**src/sv/greedy_neighbourhood_clustering_macros.svh**
```systemverilog
// ----------------------------------------------------------------------------
// Greedy neighbourhood clustering - assertion macros
// Shared concurrent assertion forms, clocked on clk, off during reset.
// ----------------------------------------------------------------------------
`ifndef GREEDY_NEIGHBOURHOOD_CLUSTERING_MACROS_SVH
`define GREEDY_NEIGHBOURHOOD_CLUSTERING_MACROS_SVH

// same-cycle implication
`define GNC_ASSERT_IMP(lbl, ante, cons, msg) \
    lbl: assert property (@(posedge clk) disable iff (!rst_n) (ante) |-> (cons)) \
        else $error(msg);

// next-cycle implication
`define GNC_ASSERT_NXT(lbl, ante, cons, msg) \
    lbl: assert property (@(posedge clk) disable iff (!rst_n) (ante) |=> (cons)) \
        else $error(msg);

`endif

```
**src/sv/gnc_pkg.sv**
```systemverilog
// ----------------------------------------------------------------------------
// Greedy neighbourhood clustering - package
// Widths, codes and types shared by the block's modules.
// ----------------------------------------------------------------------------
package gnc_pkg;

    localparam int MAX_VERTICES = 16;
    localparam int VIDX_W       = $clog2(MAX_VERTICES);
    localparam int CNT_W        = $clog2(MAX_VERTICES + 1);
    localparam int VCNT_W       = 5;
    localparam int THR_W        = 7;
    localparam int CFG_W        = 7;
    localparam int LIMIT_W      = THR_W + VCNT_W;
    localparam int OUT_W        = 4;

    localparam logic CFG_VERTEX_COUNT  = 1'b0;
    localparam logic CFG_THRESHOLD_PCT = 1'b1;

    localparam logic [VCNT_W-1:0] VCNT_RESET = VCNT_W'(16);
    localparam logic [THR_W-1:0]  THR_RESET  = THR_W'(70);

    typedef logic [MAX_VERTICES-1:0] row_t;
    typedef logic [VIDX_W-1:0]       vidx_t;
    typedef logic [CNT_W-1:0]        cnt_t;
    typedef logic [LIMIT_W-1:0]      limit_t;

    typedef enum logic [1:0] {
        FUNC_EDGE  = 2'd0,
        FUNC_RUN   = 2'd1,
        FUNC_CLEAR = 2'd2,
        FUNC_NONE  = 2'd3
    } func_t;

    typedef enum logic [1:0] {
        ST_IDLE,
        ST_SEED,
        ST_SCAN,
        ST_FINISH
    } state_t;

    typedef struct packed {
        logic  clear;
        logic  edge_wr;
        vidx_t a;
        vidx_t b;
    } adj_cmd_t;

endpackage

```
**src/sv/gnc_adj.sv**
```systemverilog
// ----------------------------------------------------------------------------
// Greedy neighbourhood clustering - adjacency matrix
// Bit matrix with self-loops; symmetric edge writes, identity clear, one read.
// ----------------------------------------------------------------------------
module gnc_adj
    import gnc_pkg::*;
(
    input  logic     clk,
    input  logic     rst_n,
    input  adj_cmd_t cmd,
    input  vidx_t    rd_addr,
    output row_t     rd_row
);

    row_t rows_reg  [MAX_VERTICES];
    row_t rows_next [MAX_VERTICES];

    always_comb
    begin
        for (int i = 0; i < MAX_VERTICES; i++)
        begin
            rows_next[i] = rows_reg[i];
            if (cmd.clear)
            begin
                rows_next[i] = row_t'(1) << i;
            end
            else if (cmd.edge_wr)
            begin
                if (cmd.a == vidx_t'(i))
                begin
                    rows_next[i][cmd.b] = 1'b1;
                end
                if (cmd.b == vidx_t'(i))
                begin
                    rows_next[i][cmd.a] = 1'b1;
                end
            end
        end
    end

    always_ff @(posedge clk or negedge rst_n)
    begin
        if (!rst_n)
        begin
            for (int i = 0; i < MAX_VERTICES; i++)
            begin
                rows_reg[i] <= row_t'(1) << i;
            end
        end
        else
        begin
            for (int i = 0; i < MAX_VERTICES; i++)
            begin
                rows_reg[i] <= rows_next[i];
            end
        end
    end

    assign rd_row = rows_reg[rd_addr];

endmodule

```
**src/sv/gnc_match.sv**
```systemverilog
// ----------------------------------------------------------------------------
// Greedy neighbourhood clustering - match unit
// Popcount of shared neighbours and percent threshold compare for one pair.
// ----------------------------------------------------------------------------
module gnc_match
    import gnc_pkg::*;
(
    input  row_t   seed_row,
    input  row_t   cand_row,
    input  row_t   colmask,
    input  cnt_t   n,
    input  limit_t limit,
    output logic   join_ok
);

    row_t   common;
    cnt_t   shared;
    cnt_t   diff;
    limit_t diff_scaled;

    always_comb
    begin
        common = seed_row & cand_row & colmask;
        shared = '0;
        for (int i = 0; i < MAX_VERTICES; i++)
        begin
            shared = shared + cnt_t'(common[i]);
        end
        diff        = n - shared;
        diff_scaled = LIMIT_W'(diff) * LIMIT_W'(100);
        join_ok     = (diff_scaled <= limit);
    end

endmodule

```
**src/sv/gnc_seq.sv**
```systemverilog
// ----------------------------------------------------------------------------
// Greedy neighbourhood clustering - sequencer
// Seed and candidate walk, visited marks and the one-deep result hold stage.
// ----------------------------------------------------------------------------
`include "greedy_neighbourhood_clustering_macros.svh"

module gnc_seq
    import gnc_pkg::*;
(
    input  logic               clk,
    input  logic               rst_n,
    input  logic               start,
    input  logic [1:0]         func,
    input  logic [VIDX_W-1:0]  vertex_a,
    input  logic [VIDX_W-1:0]  vertex_b,
    input  logic [VCNT_W-1:0]  vertex_count,
    input  logic [THR_W-1:0]   threshold_pct,
    input  row_t               rd_row,
    input  logic               join_ok,
    output adj_cmd_t           adj_cmd,
    output vidx_t              rd_addr,
    output row_t               seed_row,
    output row_t               colmask,
    output cnt_t               n,
    output limit_t             limit,
    output logic               busy,
    output logic               result_valid,
    output logic [OUT_W-1:0]   group_index,
    output logic [OUT_W-1:0]   member_vertex,
    output logic               last_in_group,
    output logic               last_of_run
);

    state_t state_reg, state_next;

    cnt_t   s_reg, s_next;
    cnt_t   j_reg, j_next;
    cnt_t   grp_reg, grp_next;
    row_t   visited_reg, visited_next;
    row_t   seed_row_reg, seed_row_next;
    cnt_t   n_reg, n_next;
    row_t   colmask_reg, colmask_next;
    limit_t limit_reg, limit_next;

    logic   pend_valid_reg, pend_valid_next;
    cnt_t   pend_grp_reg, pend_grp_next;
    vidx_t  pend_vtx_reg, pend_vtx_next;
    logic   pend_lig_reg, pend_lig_next;

    logic              out_valid_reg, out_valid_next;
    logic [OUT_W-1:0]  out_grp_reg, out_grp_next;
    logic [OUT_W-1:0]  out_vtx_reg, out_vtx_next;
    logic              out_lig_reg, out_lig_next;
    logic              out_lor_reg, out_lor_next;

    logic  accept;
    logic  seed_free;
    logic  cand_ok;
    logic  new_member;
    vidx_t new_vtx;
    cnt_t  n_clamp;

    assign accept    = start && (state_reg == ST_IDLE);
    assign seed_free = !visited_reg[s_reg[VIDX_W-1:0]];
    assign cand_ok   = (j_reg < n_reg) && (j_reg != s_reg)
                       && !visited_reg[j_reg[VIDX_W-1:0]] && join_ok;
    assign n_clamp   = (vertex_count > VCNT_W'(MAX_VERTICES))
                       ? cnt_t'(MAX_VERTICES) : cnt_t'(vertex_count);

    // next state
    always_comb
    begin
        state_next = state_reg;
        case (state_reg)
            ST_IDLE:
            begin
                if (accept && (func == FUNC_RUN))
                begin
                    state_next = ST_SEED;
                end
            end
            ST_SEED:
            begin
                if (s_reg >= n_reg)
                begin
                    state_next = ST_FINISH;
                end
                else if (seed_free)
                begin
                    state_next = ST_SCAN;
                end
            end
            ST_SCAN:
            begin
                if (j_reg >= n_reg)
                begin
                    state_next = ST_SEED;
                end
            end
            ST_FINISH:
            begin
                state_next = ST_IDLE;
            end
            default:
            begin
                state_next = ST_IDLE;
            end
        endcase
    end

    // datapath and outputs
    always_comb
    begin
        s_next          = s_reg;
        j_next          = j_reg;
        grp_next        = grp_reg;
        visited_next    = visited_reg;
        seed_row_next   = seed_row_reg;
        n_next          = n_reg;
        colmask_next    = colmask_reg;
        limit_next      = limit_reg;
        pend_valid_next = pend_valid_reg;
        pend_grp_next   = pend_grp_reg;
        pend_vtx_next   = pend_vtx_reg;
        pend_lig_next   = pend_lig_reg;
        out_valid_next  = 1'b0;
        out_grp_next    = out_grp_reg;
        out_vtx_next    = out_vtx_reg;
        out_lig_next    = out_lig_reg;
        out_lor_next    = out_lor_reg;
        new_member      = 1'b0;
        new_vtx         = '0;
        adj_cmd         = '0;
        rd_addr         = (state_reg == ST_SEED) ? s_reg[VIDX_W-1:0] : j_reg[VIDX_W-1:0];

        case (state_reg)
            ST_IDLE:
            begin
                if (accept)
                begin
                    case (func)
                        FUNC_EDGE:
                        begin
                            adj_cmd.edge_wr = 1'b1;
                            adj_cmd.a       = vertex_a;
                            adj_cmd.b       = vertex_b;
                        end
                        FUNC_CLEAR:
                        begin
                            adj_cmd.clear = 1'b1;
                        end
                        FUNC_RUN:
                        begin
                            s_next          = '0;
                            j_next          = '0;
                            grp_next        = '0;
                            visited_next    = '0;
                            pend_valid_next = 1'b0;
                            n_next          = n_clamp;
                            colmask_next    = (n_clamp >= cnt_t'(MAX_VERTICES)) ? '1
                                              : ((row_t'(1) << n_clamp) - row_t'(1));
                            limit_next      = LIMIT_W'(threshold_pct) * LIMIT_W'(n_clamp);
                        end
                        default:
                        begin
                        end
                    endcase
                end
            end
            ST_SEED:
            begin
                if (s_reg < n_reg)
                begin
                    if (seed_free)
                    begin
                        visited_next[s_reg[VIDX_W-1:0]] = 1'b1;
                        seed_row_next = rd_row;
                        j_next        = '0;
                        new_member    = 1'b1;
                        new_vtx       = s_reg[VIDX_W-1:0];
                    end
                    else
                    begin
                        s_next = s_reg + cnt_t'(1);
                    end
                end
            end
            ST_SCAN:
            begin
                if (j_reg < n_reg)
                begin
                    if (cand_ok)
                    begin
                        visited_next[j_reg[VIDX_W-1:0]] = 1'b1;
                        new_member = 1'b1;
                        new_vtx    = j_reg[VIDX_W-1:0];
                    end
                    j_next = j_reg + cnt_t'(1);
                end
                else
                begin
                    pend_lig_next = 1'b1;
                    grp_next      = grp_reg + cnt_t'(1);
                    s_next        = s_reg + cnt_t'(1);
                end
            end
            ST_FINISH:
            begin
                if (pend_valid_reg)
                begin
                    out_valid_next  = 1'b1;
                    out_grp_next    = pend_grp_reg[OUT_W-1:0];
                    out_vtx_next    = OUT_W'(pend_vtx_reg);
                    out_lig_next    = pend_lig_reg;
                    out_lor_next    = 1'b1;
                    pend_valid_next = 1'b0;
                end
            end
            default:
            begin
            end
        endcase

        // a new member releases the held one, which is then known not to end the run
        if (new_member)
        begin
            if (pend_valid_reg)
            begin
                out_valid_next = 1'b1;
                out_grp_next   = pend_grp_reg[OUT_W-1:0];
                out_vtx_next   = OUT_W'(pend_vtx_reg);
                out_lig_next   = pend_lig_reg;
                out_lor_next   = 1'b0;
            end
            pend_valid_next = 1'b1;
            pend_grp_next   = grp_reg;
            pend_vtx_next   = new_vtx;
            pend_lig_next   = 1'b0;
        end
    end

    always_ff @(posedge clk or negedge rst_n)
    begin
        if (!rst_n)
        begin
            state_reg      <= ST_IDLE;
            visited_reg    <= '0;
            pend_valid_reg <= 1'b0;
            out_valid_reg  <= 1'b0;
            s_reg          <= '0;
            j_reg          <= '0;
            grp_reg        <= '0;
        end
        else
        begin
            state_reg      <= state_next;
            visited_reg    <= visited_next;
            pend_valid_reg <= pend_valid_next;
            out_valid_reg  <= out_valid_next;
            s_reg          <= s_next;
            j_reg          <= j_next;
            grp_reg        <= grp_next;
        end
    end

    always_ff @(posedge clk)
    begin
        seed_row_reg <= seed_row_next;
        n_reg        <= n_next;
        colmask_reg  <= colmask_next;
        limit_reg    <= limit_next;
        pend_grp_reg <= pend_grp_next;
        pend_vtx_reg <= pend_vtx_next;
        pend_lig_reg <= pend_lig_next;
        out_grp_reg  <= out_grp_next;
        out_vtx_reg  <= out_vtx_next;
        out_lig_reg  <= out_lig_next;
        out_lor_reg  <= out_lor_next;
    end

    assign seed_row      = seed_row_reg;
    assign colmask       = colmask_reg;
    assign n             = n_reg;
    assign limit         = limit_reg;
    assign busy          = (state_reg != ST_IDLE);
    assign result_valid  = out_valid_reg;
    assign group_index   = out_grp_reg;
    assign member_vertex = out_vtx_reg;
    assign last_in_group = out_lig_reg;
    assign last_of_run   = out_lor_reg;

    `GNC_ASSERT_NXT(a_idle_quiet, state_reg == ST_IDLE, !out_valid_reg, "item while idle")
    `GNC_ASSERT_IMP(a_lor_ends_group, out_valid_reg && out_lor_reg, out_lig_reg,
                    "end of run without end of group")
    `GNC_ASSERT_IMP(a_scan_has_seed, state_reg == ST_SCAN, pend_valid_reg,
                    "scan without a held seed")
    `GNC_ASSERT_NXT(a_run_starts, accept && (func == FUNC_RUN), state_reg == ST_SEED,
                    "run not started")

endmodule

```
**src/sv/greedy_neighbourhood_clustering.sv**
```systemverilog
// ----------------------------------------------------------------------------
// Greedy neighbourhood clustering - top level
// Adjacency matrix, shared match unit, sequencer and configuration registers.
// ----------------------------------------------------------------------------
// Usage:
//   Commands enter on start/func/vertex_a/vertex_b and are taken when start is
//   high and busy is low. Edge and clear commands finish in the accepting
//   cycle; busy stays low. A run holds busy through a seed load or skip per
//   vertex, a scan of all n candidates in the popcount/compare unit per group
//   and one closing state (n = vertex_count capped at 16).
//   Each group member comes out as one item on group_index/member_vertex/
//   last_in_group/last_of_run, qualified by result_valid for one cycle; the
//   receiver must take it then. Items of a run appear in order, the last one
//   in the first cycle with busy low.
//   Registers are written through cfg_write/cfg_index/cfg_data: index 0 is
//   vertex_count, index 1 is threshold_pct. Write only while idle.
//   Reset (rst_n low, async) returns the matrix to identity, clears visited
//   marks and loads vertex_count 16, threshold_pct 70.
// ----------------------------------------------------------------------------
module greedy_neighbourhood_clustering
    import gnc_pkg::*;
(
    input  logic              clk,
    input  logic              rst_n,
    input  logic              start,
    output logic              busy,
    input  logic [1:0]        func,
    input  logic [3:0]        vertex_a,
    input  logic [3:0]        vertex_b,
    input  logic              cfg_write,
    input  logic              cfg_index,
    input  logic [CFG_W-1:0]  cfg_data,
    output logic              result_valid,
    output logic [3:0]        group_index,
    output logic [3:0]        member_vertex,
    output logic              last_in_group,
    output logic              last_of_run
);

    logic [VCNT_W-1:0] vertex_count_reg;
    logic [THR_W-1:0]  threshold_pct_reg;

    adj_cmd_t adj_cmd;
    vidx_t    rd_addr;
    row_t     rd_row;
    row_t     seed_row;
    row_t     colmask;
    cnt_t     n;
    limit_t   limit;
    logic     join_ok;

    always_ff @(posedge clk or negedge rst_n)
    begin
        if (!rst_n)
        begin
            vertex_count_reg  <= VCNT_RESET;
            threshold_pct_reg <= THR_RESET;
        end
        else if (cfg_write)
        begin
            case (cfg_index)
                CFG_VERTEX_COUNT:  vertex_count_reg  <= cfg_data[VCNT_W-1:0];
                CFG_THRESHOLD_PCT: threshold_pct_reg <= cfg_data[THR_W-1:0];
                default:
                begin
                end
            endcase
        end
    end

    gnc_adj u_adj (
        .clk     (clk),
        .rst_n   (rst_n),
        .cmd     (adj_cmd),
        .rd_addr (rd_addr),
        .rd_row  (rd_row)
    );

    gnc_match u_match (
        .seed_row (seed_row),
        .cand_row (rd_row),
        .colmask  (colmask),
        .n        (n),
        .limit    (limit),
        .join_ok  (join_ok)
    );

    gnc_seq u_seq (
        .clk           (clk),
        .rst_n         (rst_n),
        .start         (start),
        .func          (func),
        .vertex_a      (vertex_a),
        .vertex_b      (vertex_b),
        .vertex_count  (vertex_count_reg),
        .threshold_pct (threshold_pct_reg),
        .rd_row        (rd_row),
        .join_ok       (join_ok),
        .adj_cmd       (adj_cmd),
        .rd_addr       (rd_addr),
        .seed_row      (seed_row),
        .colmask       (colmask),
        .n             (n),
        .limit         (limit),
        .busy          (busy),
        .result_valid  (result_valid),
        .group_index   (group_index),
        .member_vertex (member_vertex),
        .last_in_group (last_in_group),
        .last_of_run   (last_of_run)
    );

endmodule
```
**config.mk**
```make
export PLATFORM = sky130hd
export DESIGN_NAME = greedy_neighbourhood_clustering
export DESIGN_NICKNAME = d
export VERILOG_FILES = /design/src/sv/gnc_pkg.sv /design/src/sv/gnc_adj.sv /design/src/sv/gnc_match.sv /design/src/sv/gnc_seq.sv /design/src/sv/greedy_neighbourhood_clustering.sv
export VERILOG_INCLUDE_DIRS = /design/src /design/src/sv
export SDC_FILE = /design/constraint.sdc
export NUM_CORES = 1
export LEC_CHECK = 0
export BUFFER_PORTS_ARGS = -buffer_cell sky130_fd_sc_hd__buf_2
export CORE_ASPECT_RATIO = 1.25
export CORE_MARGIN = 3
export CORE_UTILIZATION = 59
export DETAILED_ROUTE_END_ITERATION = 16
export PLACE_DENSITY = 0.82
export SYNTH_ARGS = -nofsm -noshare
export SYNTH_HDL_FRONTEND = slang
export SYNTH_SLANG_ARGS = --single-unit
```
**constraint.sdc**
```tcl
create_clock -name clk -period 27.6 [get_ports clk]
set_clock_uncertainty 0.15 [all_clocks]
set_input_delay 5.52 -clock clk [delete_from_list [all_inputs] [get_ports clk]]
set_output_delay 5.52 -clock clk [all_outputs]
set_load 0.03 [all_outputs]
```
==> results.txt, run 1 <==
The number of top-level design ports is 34. The total routing usage reported by global routing is 0.2764. The tree built by TritonCTS fans out to 370 sinks.

The worst setup path is launched from a flop. The cell seen most often among critical-path stages is sky130_fd_sc_hd__ha_1. The synthesized design spends more area on one cell type than any other, namely sky130_fd_sc_hd__dfrtp_1. The placed instances occupy a cell area of 0.01994 mm^2. The count of antenna-violating nets left after detailed routing came out at 0. The distinct cell type count of the synthesized netlist is 55. The async set-or-reset flop fraction in the synthesized netlist is 0.8162. The maximum fanout along the worst path is between 40 and 50. The total of fill cells in the finished design is between 2k and 2.5k. Setup repair after global routing left no endpoint under its margin. STA puts the critical path data arrival time at about 13000 ps.

Clock latency on the worst-skew pair, taken at its later pin, is ~550 ps. Derived from the worst setup path, the maximum achievable clock frequency is around 0.077 GHz. In this run the deepest clock path goes through 3 buffers. The via density per instance is 6.698. The wire length on met1 is roughly 18000 um. TritonCTS built the clock tree. In this run the worst hold path is classified as flop to flop. The count of routing violations after the opening detailed-route iteration is 1472. Data on the critical path is required at its endpoint by approximately 28000 ps. The routed wire length on met3 came out at between 3000 and 4000 um. The dominant synthesized flop cell is sky130_fd_sc_hd__dfrtp_1.

The share of synthesized area in the top cell type comes to 0.3604. Of the available clock period, the critical path in the final layout requires 0.4718. The count of input and output buffers came out at 33. In the post-synthesis netlist, the cell with the most instances is sky130_fd_sc_hd__dfrtp_1. The gate count after technology mapping is about 1.7k. The height of the chip is between 200 and 250 um.

The register bit count reported by yosys is 370. The detailed router used layers up to and including met4. The root buffer cell chosen for the clock tree is sky130_fd_sc_hd__clkbuf_16.

The starting density of the core is 0.6073. The share of the yosys chip area belonging to registers came out at 0.4910. Clock-pin slew was measured on the worst setup and hold paths at 60 ps.

From synthesis to final layout, the design area changed by 8.288%. The number of detailed-route iterations in the first pass is 5. The register area came out at around 0.0096 mm^2.

The detailed-route DRC error count is 0. The fraction of final layout cells with drive strength greater than 1 is 0.1351. The via count of the first global-routing pass came out at between 10k and 15k. The synthesized netlist net count came out at roughly 1.9k.

The routed wire length per instance is 22.54 um. After clock tree synthesis, the setup repair step added 0 buffers. The mean instance size in the synthesized netlist came out at ~11 um^2. The routed wire length is just under 50000 um.

The setup TNS came out at 0 ps. The run finished with clean final reports. The final-report setup violation count is 0. Yosys mapped a number of flops with a built-in enable equal to 67.

Across the run, the number of max-cap violations was 0. Buffers inserted during clock tree synthesis total 38. The number of antenna violations at the first check in global routing is 0. STA classifies the critical path endpoint as a flop. Among all stages on the critical path, the largest delay is contributed by sky130_fd_sc_hd__buf_4. In the post-synthesis netlist, the biggest area contributors are sky130_fd_sc_hd__dfrtp_1, sky130_fd_sc_hd__edfxtp_1, sky130_fd_sc_hd__mux4_2, sky130_fd_sc_hd__o21a_1, sky130_fd_sc_hd__ha_1.

The critical setup path kind is flop to flop. The synthesized cell area came out at slightly below 0.02 mm^2. In the detailed route, the total length drawn on met2 is roughly 24000 um. The hold-fix buffer count after cts is 0. The largest stage delay on the critical path came out at approximately 800 ps. The die outline area came out at ~0.035 mm^2. The weighted congestion at the end of routability-driven global placement came out at ~0.9.

The total grt overflow came out at 0. The first-pass GRT wire length is about 80000 um. In the synthesized netlist, the cells that appear most often are sky130_fd_sc_hd__dfrtp_1, sky130_fd_sc_hd__nor2_1, sky130_fd_sc_hd__o21a_1. The worst pin sits at a relative slew slack of 0.2923. CTS built an H-tree with a depth of 2. The HPWL after detailed placement is about 31000 um.

In this run the standard cell core region covers between 0.03 and 0.04 mm^2. At the pin with the least slew margin, the transition time is approximately 1100 ps. The count of final max-slew check failures is 0. The multi-input logic area came out at about 0.0093 mm^2. The die is roughly 170 um wide. The number of vias after detailed routing came out at between 10k and 15k.

The count of nets after finishing is 1837. Once the clock tree was built, the resizer swapped 0 gates to a different size. The design area came out at approximately 0.021 mm^2. The pin count of the biggest net entering global routing is 141.

The final critical path time including I/O delays and setup came out at 13020 ps. The Yosys step of the flow raised 0 warnings. The number of antenna diodes came out at 0.

The number of flip-flops under the largest register name is approximately 260. The standard-cell row count is 73. The number of hold violations in the final report came out at 0.
==> per-stage QoR <==
step,util,hold slack (ps),setup slack [ps],cells
2_1_floorplan,-,286.5,17270,1726
3_3_place_gp,0.6186,309.4,15000,2067
3_5_place_dp,0.6186,311.4,14560,2067
4_1_cts,0.6576,327.1,14530,2137
5_1_grt,0.6576,347.1,13850,2137
6_report,0.6576,329.7,14580,2137
==> path summary, 6_finish.rpt <==
check / start / to / slack [ps] / depth (start not counted)
max: u_seq.state_reg[1] / u_seq.visited_reg[4] / 14580 / 37
min: u_seq.grp_reg[3] / u_seq.pend_grp_reg[3] / 330 / 0
max reg2reg: u_seq.state_reg[1] / u_seq.visited_reg[4] / 14580 / 37
min reg2reg: u_seq.grp_reg[3] / u_seq.pend_grp_reg[3] / 330 / 0
max in group asynchronous: rst_n / u_adj.rows_reg[148] / 20700 / 2
min in group asynchronous: rst_n / u_adj.rows_reg[121] / 4960 / 1
==> metal layers <==
| layer | track usage | vias to the layer above |
|---|---|---|
| li1 | - | 6211 |
| met4 | 0.1315 | 0 |
| met5 | 0 | - |
| met3 | 0.05708 | 164 |
| met1 | 0.3478 | 7228 |
| met2 | 0.4602 | 710 |
==> worst max-delay path, delay by kind of cell, from the launching register on <==
family | cells | cell delay (ps)
compound gates | 8 | 2550
xor+xnor | 2 | 460
fa+ha+maj | 13 | 5290
buf+inv | 4 | 1370
flops | 1 | 400
mux | 2 | 910
simple gates | 8 | 1680
==> placed cells by master (no fill, tap or decap), drive strengths merged, types with 14 or more instances in the layout <==
master,netlist,layout
edfxtp,67,67
ha,84,84
o21ai,37,37
dfrtp,282,282
o21a,184,184
a211oi,20,20
a21oi,30,30
mux2i,16,16
inv,74,74
clkinv,0,14
and2,41,41
o22ai,120,120
nor2b,20,20
mux2,18,18
a221oi,16,16
mux4,72,72
buf,20,44
nand3,27,27
nand2,103,103
a31oi,18,18
nor3,28,28
fa,36,36
dfstp,20,20
clkbuf,95,53
nor2,193,193
==> cell type report <==
type                    count  share of cell area
flip-flops and latches    370              0.4534
inverters                  74             0.01310
clock buffers              53             0.05181
clock inverters            17            0.007553
well taps                 412             0.02431
repair buffers             44             0.01216
multi-input cells        1167              0.4376
==> cell families (layout without fill, tap and decap cells) <==
family	after synthesis	in the layout	synth area share
AO/OA/AOI/OAI	461	461	0.1628
XOR/XNOR	25	25	0.01118
adder cells (fa/ha/maj)	120	120	0.09049
buffers and inverters	189	188	0.03840
flip-flops	370	370	0.4910
multiplexers	106	106	0.1013
AND/OR/NAND/NOR	455	455	0.1047
Power of run 1 is left out: the tool's default activity adds up to more than one toggle a clock period on the data nets, which glitch-free logic cannot reach.
==> run 2: changes to the inputs <==
clock period = 13.2 ns   (was 27.6 ns; I/O delays follow)
==> run 2 against run 1 <==
Net effect: global-route usage up 0.59 points; count of clock-buffer cells in the layout up 5; critical endpoint is now u_seq.visited_reg[7]; die area unchanged; largest cell class unchanged; wire length up 2.5%.
==> results.txt, run 2 (synthesized netlist as in run 1, its figures left out) <==
Compared with the post-synthesis result, the final layout area differs by 8.563%. The number of flip-flops under the largest register name came out at 256 (unchanged). The height of the chip is 209.7 um (unchanged). The via density per instance is 6.673 (-0.38%). The hold-fix buffer count after cts is 0 (unchanged).

The total core area came out at 0.03224 mm^2 (unchanged). On the critical path, the stage with the largest delay is an instance of sky130_fd_sc_hd__mux2i_4. The slew at the pin with the worst max-slew slack is 1184 ps (+122.3 ps). The worst setup path is launched from a flop. The critical path is of the flop to flop type. The routed wire length came out at 49380 um (+2.5%). The count of routing violations after the opening detailed-route iteration is 1392 (-5.4%). The clock-pin transition on the worst setup and hold timing paths is 60 ps (about the same). The number of hold violations in the final report came to 0 (unchanged). The count of nets after finishing came out at 1845 (+0.44%).

The number of maximum-capacitance constraint violations is 0 (unchanged). The HPWL after detailed placement is 32080 um (+3.0%). The number of vias after detailed routing is 14.31k (-0.049%).

The worst setup path is captured at a flop. The arrival time reported for the critical path endpoint came to 12540 ps (-720 ps). The number of top-level design ports is 34 (unchanged). The maximum fanout along the worst path came to 17 (-62%).

The total routing usage reported by global routing came out at 0.2823 (+0.005904). TritonCTS built the clock tree. The number of buffers inserted by post-CTS setup repair came to 0 (unchanged).

The starting density of the core came out at 0.6073 (unchanged). In the layout the commonest cells are sky130_fd_sc_hd__dfrtp_1, sky130_fd_sc_hd__nor2_1, sky130_fd_sc_hd__o21a_1, sky130_fd_sc_hd__o22ai_1, sky130_fd_sc_hd__nand2_1. The final critical path time including I/O delays and setup is 12300 ps (-722.3 ps). The sink count of the clock tree is 370 (unchanged). The via count of the first global-routing pass came out at 15.05k (+1.7%). The path type of the worst min-delay path is flop to flop. The CTS buffer count is 38 (unchanged). The clock tree buffer depth is 3 (unchanged). The highest clock rate came out at 0.08130 GHz (+5.9%). The count of antenna-violating nets left after detailed routing is 0 (unchanged). Leaving out fill and tap cells, the most frequent cell in the layout is sky130_fd_sc_hd__dfrtp_1. The detailed-route DRC error count came out at 0 (unchanged). The clock network latency to the later pin of the worst-skew pair came out at 540 ps (about the same). The total of fill cells in the finished design came out at 2391 (+2.5%).

The first-pass GRT wire length came out at 79960 um (+1.9%). The flow ran to the end, and the final reports show no timing, DRC or antenna violations. The routed wire length per instance came out at 23.03 um (+2.2%).

The number of detailed-route iterations in the first pass came out at 6 (+1). The total grt overflow is 0 (unchanged). The remaining max-slew budget at the tightest pin is 0.2108 (-0.08154).

The largest stage delay on the critical path is 790 ps (about the same). The final-report setup violation count came to 0 (unchanged). The multi-input logic area came out at 0.009275 mm^2 (about the same). Setup repair after global routing left no endpoint under its margin. The number of antenna diodes came out at 0 (unchanged). The root buffer cell is sky130_fd_sc_hd__clkbuf_16.

The setup TNS came out at 0 ps (unchanged). The standard-cell row count is 73 (unchanged). The register area was 0.009614 mm^2 (unchanged). The die outline width came out at 168.9 um (unchanged). The post-route fraction of the period consumed by the critical path is 0.9319 (+0.4600).

In this design, the critical path's most frequently occurring cell is sky130_fd_sc_hd__ha_1. The die outline area was 0.03542 mm^2 (unchanged). The pin count of the biggest net entering global routing was 114 (-19%). The depth of the CTS H-tree was 2 (unchanged).

The number of gates resized after CTS came out at 0 (unchanged). The weighted congestion at the end of routability-driven global placement is 0.8741 (-0.92%). The slack of the worst reg-to-reg path is 900 ps (-13680 ps).

The count of final max-slew check failures is 0 (unchanged). The fraction of final layout cells with drive strength greater than 1 is 0.1357 (+0.0006088). The critical path data required time is 13430 ps (-14400 ps).

The number of antenna violations at the first check in global routing is 0 (unchanged). The count of input and output buffers is 33 (unchanged).
-- run 2: critical path: cells and delay by family, from the launching register on --
family	cells	cell delay, ps
adders and majority gates	13	5310
muxes	2	1330
buffers and inverters	4	840
AOI/OAI and AO/OA	9	2100
DFF	1	400
xor gates and xnor gates	3	610
and+or+nand+nor	6	1370
-- run 2: worst paths after layout --
kind	start	endpoint	cells after the start
hold / removal	u_adj.rows_reg[154]	u_adj.rows_reg[154]	1
setup / recovery	u_seq.state_reg[1]	u_seq.visited_reg[7]	37
hold reg to reg	u_adj.rows_reg[154]	u_adj.rows_reg[154]	1
setup reg to reg	u_seq.state_reg[1]	u_seq.visited_reg[7]	37
min in group asynchronous	rst_n	u_adj.rows_reg[57]	1
max in group asynchronous	rst_n	u_adj.rows_reg[51]	3
-- run 2: area by class of cell --
cell class,instances,share of cell area
clock inverters,11,0.005003
multi-input cells,1167,0.4363
flip-flops and latches,370,0.4523
well taps,412,0.02425
inverters,74,0.01307
repair buffers,52,0.01554
clock buffers,58,0.05351
-- run 2: per-layer routing --
layer  part of all wire  routed length (um)  track usage
met3              0.082                4051      0.05765
met4              0.052                2573       0.1377
met5                  0                   0            0
met2               0.50               24530       0.4764
met1               0.37               18230       0.3482
-- run 2: through the flow --
stage	setup slack (ps)	cell area (um^2)	hold slack, ps	cells	util
floorplan	2866	19580	286.5	1726	-
global placement	1408	20010	301.4	2075	0.6207
detailed placement	950.7	20010	313.9	2075	0.6207
CTS	919.8	21260	331.1	2144	0.6593
global route	250.5	21260	352.0	2144	0.6593
finish	899.3	21260	338.2	2144	0.6593
Power of run 2 is left out for the same reason.
==> run 3: changes to the inputs <==
PLACE_DENSITY = 0.76   (was 0.82)
clock period = 11.4 ns   (was 13.2 ns; I/O delays follow)
==> run 3 against run 2 <==
Net effect: first-iteration DRC count is 12% lower; critical path depth stayed put; setup slack worse by 430 ps; final cell count hardly changed; critical path type unchanged; register-to-register slack worse by 430 ps; wire length is 0.46% lower; hold slack worse by 3.2 ps; die area stayed put; count of clock-buffer cells in the layout is 3 higher; flip-flop and latch count stayed put; utilization is 0.15 points higher.
==> results.txt, run 3 (synthesized netlist as in run 1, its figures left out) <==
The remaining max-slew budget at the tightest pin is 0.2188 (+0.007984). The total routing usage reported by global routing came to 0.2775 (-0.004789). The first-pass GRT wire length was 78690 um (-1.6%). The starting density of the core is 0.6073 (unchanged). The worst setup path is launched from a flop. The number of vias after detailed routing came to 14.26k (-0.31%). The arrival time reported for the critical path endpoint is 10990 ps (-1550 ps).

The detailed-route DRC error count is 0 (unchanged). The total core area was 0.03224 mm^2 (unchanged). The die outline width came out at 168.9 um (unchanged). The highest clock rate came out at 0.09149 GHz (+13%). The number of flip-flops under the largest register name is 256 (unchanged). The number of antenna violations at the first check in global routing is 0 (unchanged). For this design, the slowest cell found on the critical path is sky130_fd_sc_hd__fa_1. The weighted congestion at the end of routability-driven global placement is 0.8654 (-1.0%). The number of detailed-route iterations in the first pass came out at 5 (-1). The total grt overflow is 0 (unchanged). In this run the worst hold path is classified as flop to flop. The critical path endpoint category is a flop.

The flow ran to the end, and the final reports show no timing, DRC or antenna violations. The CTS buffer count is 37 (-2.6%). The logic depth of the worst register-to-register path is 37 (unchanged).

The post-route fraction of the period consumed by the critical path came out at 0.9587 (+0.02687). The depth of the CTS H-tree came out at 2 (unchanged). The height of the chip is 209.7 um (unchanged). The standard-cell row count came out at 73 (unchanged).

The area added between synthesis and finish came out at 8.806%. The via density per instance came out at 6.655 (-0.27%). The die outline area came out at 0.03542 mm^2 (unchanged). Clock tree synthesis selected as its root buffer the cell sky130_fd_sc_hd__clkbuf_16.

The slew at the pin with the worst max-slew slack is 1172 ps (-11.98 ps). The clock network latency to the later pin of the worst-skew pair is 530 ps (about the same). The launching instance or port of the critical path is u_seq.state_reg[1]. TritonCTS built the clock tree. Setup repair after global routing left no endpoint under its margin. The commonest non-fill, non-tap cell in the layout is sky130_fd_sc_hd__dfrtp_1. The number of hold violations in the final report came out at 0 (unchanged). The setup TNS is 0 ps (unchanged). The count of input and output buffers is 33 (unchanged). The top cell types in the final layout, fill and taps aside, are sky130_fd_sc_hd__dfrtp_1, sky130_fd_sc_hd__nor2_1, sky130_fd_sc_hd__o21a_1, sky130_fd_sc_hd__o22ai_1, sky130_fd_sc_hd__nand2_1. The number of antenna diodes came out at 0 (unchanged). The fraction of final layout cells with drive strength greater than 1 came out at 0.1392 (+0.003545).

The slack of the worst reg-to-reg path came out at 470 ps (-430 ps). The count of routing violations after the opening detailed-route iteration came out at 1228 (-12%). The via count of the first global-routing pass was 14.73k (-2.2%).

The count of antenna-violating nets left after detailed routing is 0 (unchanged). The HPWL after detailed placement came out at 31850 um (-0.71%). The final critical path time including I/O delays and setup is 10930 ps (-1371 ps). The count of final max-slew check failures came out at 0 (unchanged). The number of top-level design ports is 34 (unchanged). The total of fill cells in the finished design is 2387 (-0.17%).

The sink count of the clock tree is 370 (unchanged). The routed wire length per instance is 22.94 um (-0.42%). The final-report setup violation count came out at 0 (unchanged). The cell that appears most often on the critical path is sky130_fd_sc_hd__ha_1.

The count of nets after finishing was 1844 (-0.054%). The maximum fanout along the worst path is 47 (+30). The number of buffers inserted by post-CTS setup repair is 0 (unchanged). The clock-pin transition on the worst setup and hold timing paths is 60 ps (about the same). The number of maximum-capacitance constraint violations is 0 (unchanged). The critical path data required time is 11460 ps (-1970 ps). The critical path in this run is classified as flop to flop. The largest stage delay on the critical path came out at 570 ps (-220 ps).

The routed wire length came out at 49150 um (-0.46%). The pin count of the biggest net entering global routing is 114 (unchanged). The clock tree buffer depth was 3 (unchanged).

The startpoint of the lowest-slack register-to-register path is u_seq.state_reg[1].
==> run 3: cell count changes in the layout (fill, tap and decap cells not counted), moves of 2 or more <==
cell / change
sky130_fd_sc_hd__and2_2: +2
sky130_fd_sc_hd__clkbuf_8: -2
sky130_fd_sc_hd__and2_1: -2
sky130_fd_sc_hd__clkinv_8: -2
sky130_fd_sc_hd__clkbuf_1: +2
sky130_fd_sc_hd__buf_4: -3
sky130_fd_sc_hd__clkbuf_16: +2
sky130_fd_sc_hd__clkbuf_4: +2
==> run 3: repair_timing <==
item	CTS	global route
hold buffers	0	0
resized for setup	1	8
pin swaps	0	0
gates cloned	0	1
endpoints found under the setup margin	1	50
==> run 3: critical path, delay by kind of cell, from the launching register on <==
family                   cells  cell delay, ps
flip-flops                   1             400
adder cells (fa/ha/maj)     13            4950
multiplexers                 2             640
XOR/XNOR                     2             350
AO/OA/AOI/OAI                9            2170
buffers and inverters        6            1090
AND/OR/NAND/NOR              5             790
==> run 3: final cells by class <==
cell class              instances  area, um^2  share of cell area
clock inverters                 7       63.81            0.002995
repair buffers                 52       364.1             0.01709
multi-input cells            1167        9308              0.4369
clock buffers                  61        1157             0.05433
well taps                     412       515.5             0.02420
flip-flops and latches        370        9614              0.4513
inverters                      74       281.5             0.01321
==> run 3: worst min path at each step <==
| stage | startpoint | slack (ps) | endpoint | cells past startpoint |
|---|---|---|---|---|
| floorplan | u_seq.pend_lig_reg | 290 | u_seq.pend_lig_reg | 2 |
| global placement | u_seq.pend_lig_reg | 320 | u_seq.pend_lig_reg | 2 |
| detailed placement | u_seq.pend_lig_reg | 320 | u_seq.pend_lig_reg | 2 |
| CTS | u_seq.pend_lig_reg | 340 | u_seq.pend_lig_reg | 2 |
| global route | u_adj.rows_reg[83] | 350 | u_adj.rows_reg[83] | 1 |
| finish | u_adj.rows_reg[49] | 330 | u_adj.rows_reg[49] | 1 |
==> run 3: layer usage <==
metal  wire [um]  vias up  global-route usage
met5           0        -                   0
met4        1883        0             0.09935
met3        3595      147             0.05124
met2       25020      684              0.4745
met1       18650     7216              0.3569
li1            -     6214                   -
==> run 3: stage by stage <==
| stage | std cells | hold slack [ps] | util | setup slack, ps | cell area (um^2) |
|---|---|---|---|---|---|
| floorplan | 1726 | 286.5 | - | 1066 | 19580 |
| global placement | 2074 | 315.4 | 0.6214 | 467.7 | 20030 |
| detailed placement | 2074 | 320.8 | 0.6214 | 53.21 | 20030 |
| CTS | 2142 | 336.8 | 0.6593 | 46.75 | 21260 |
| global route | 2143 | 354.1 | 0.6608 | 39.73 | 21300 |
| finish | 2143 | 334.9 | 0.6608 | 470.3 | 21300 |
Power of run 3 is left out for the same reason.
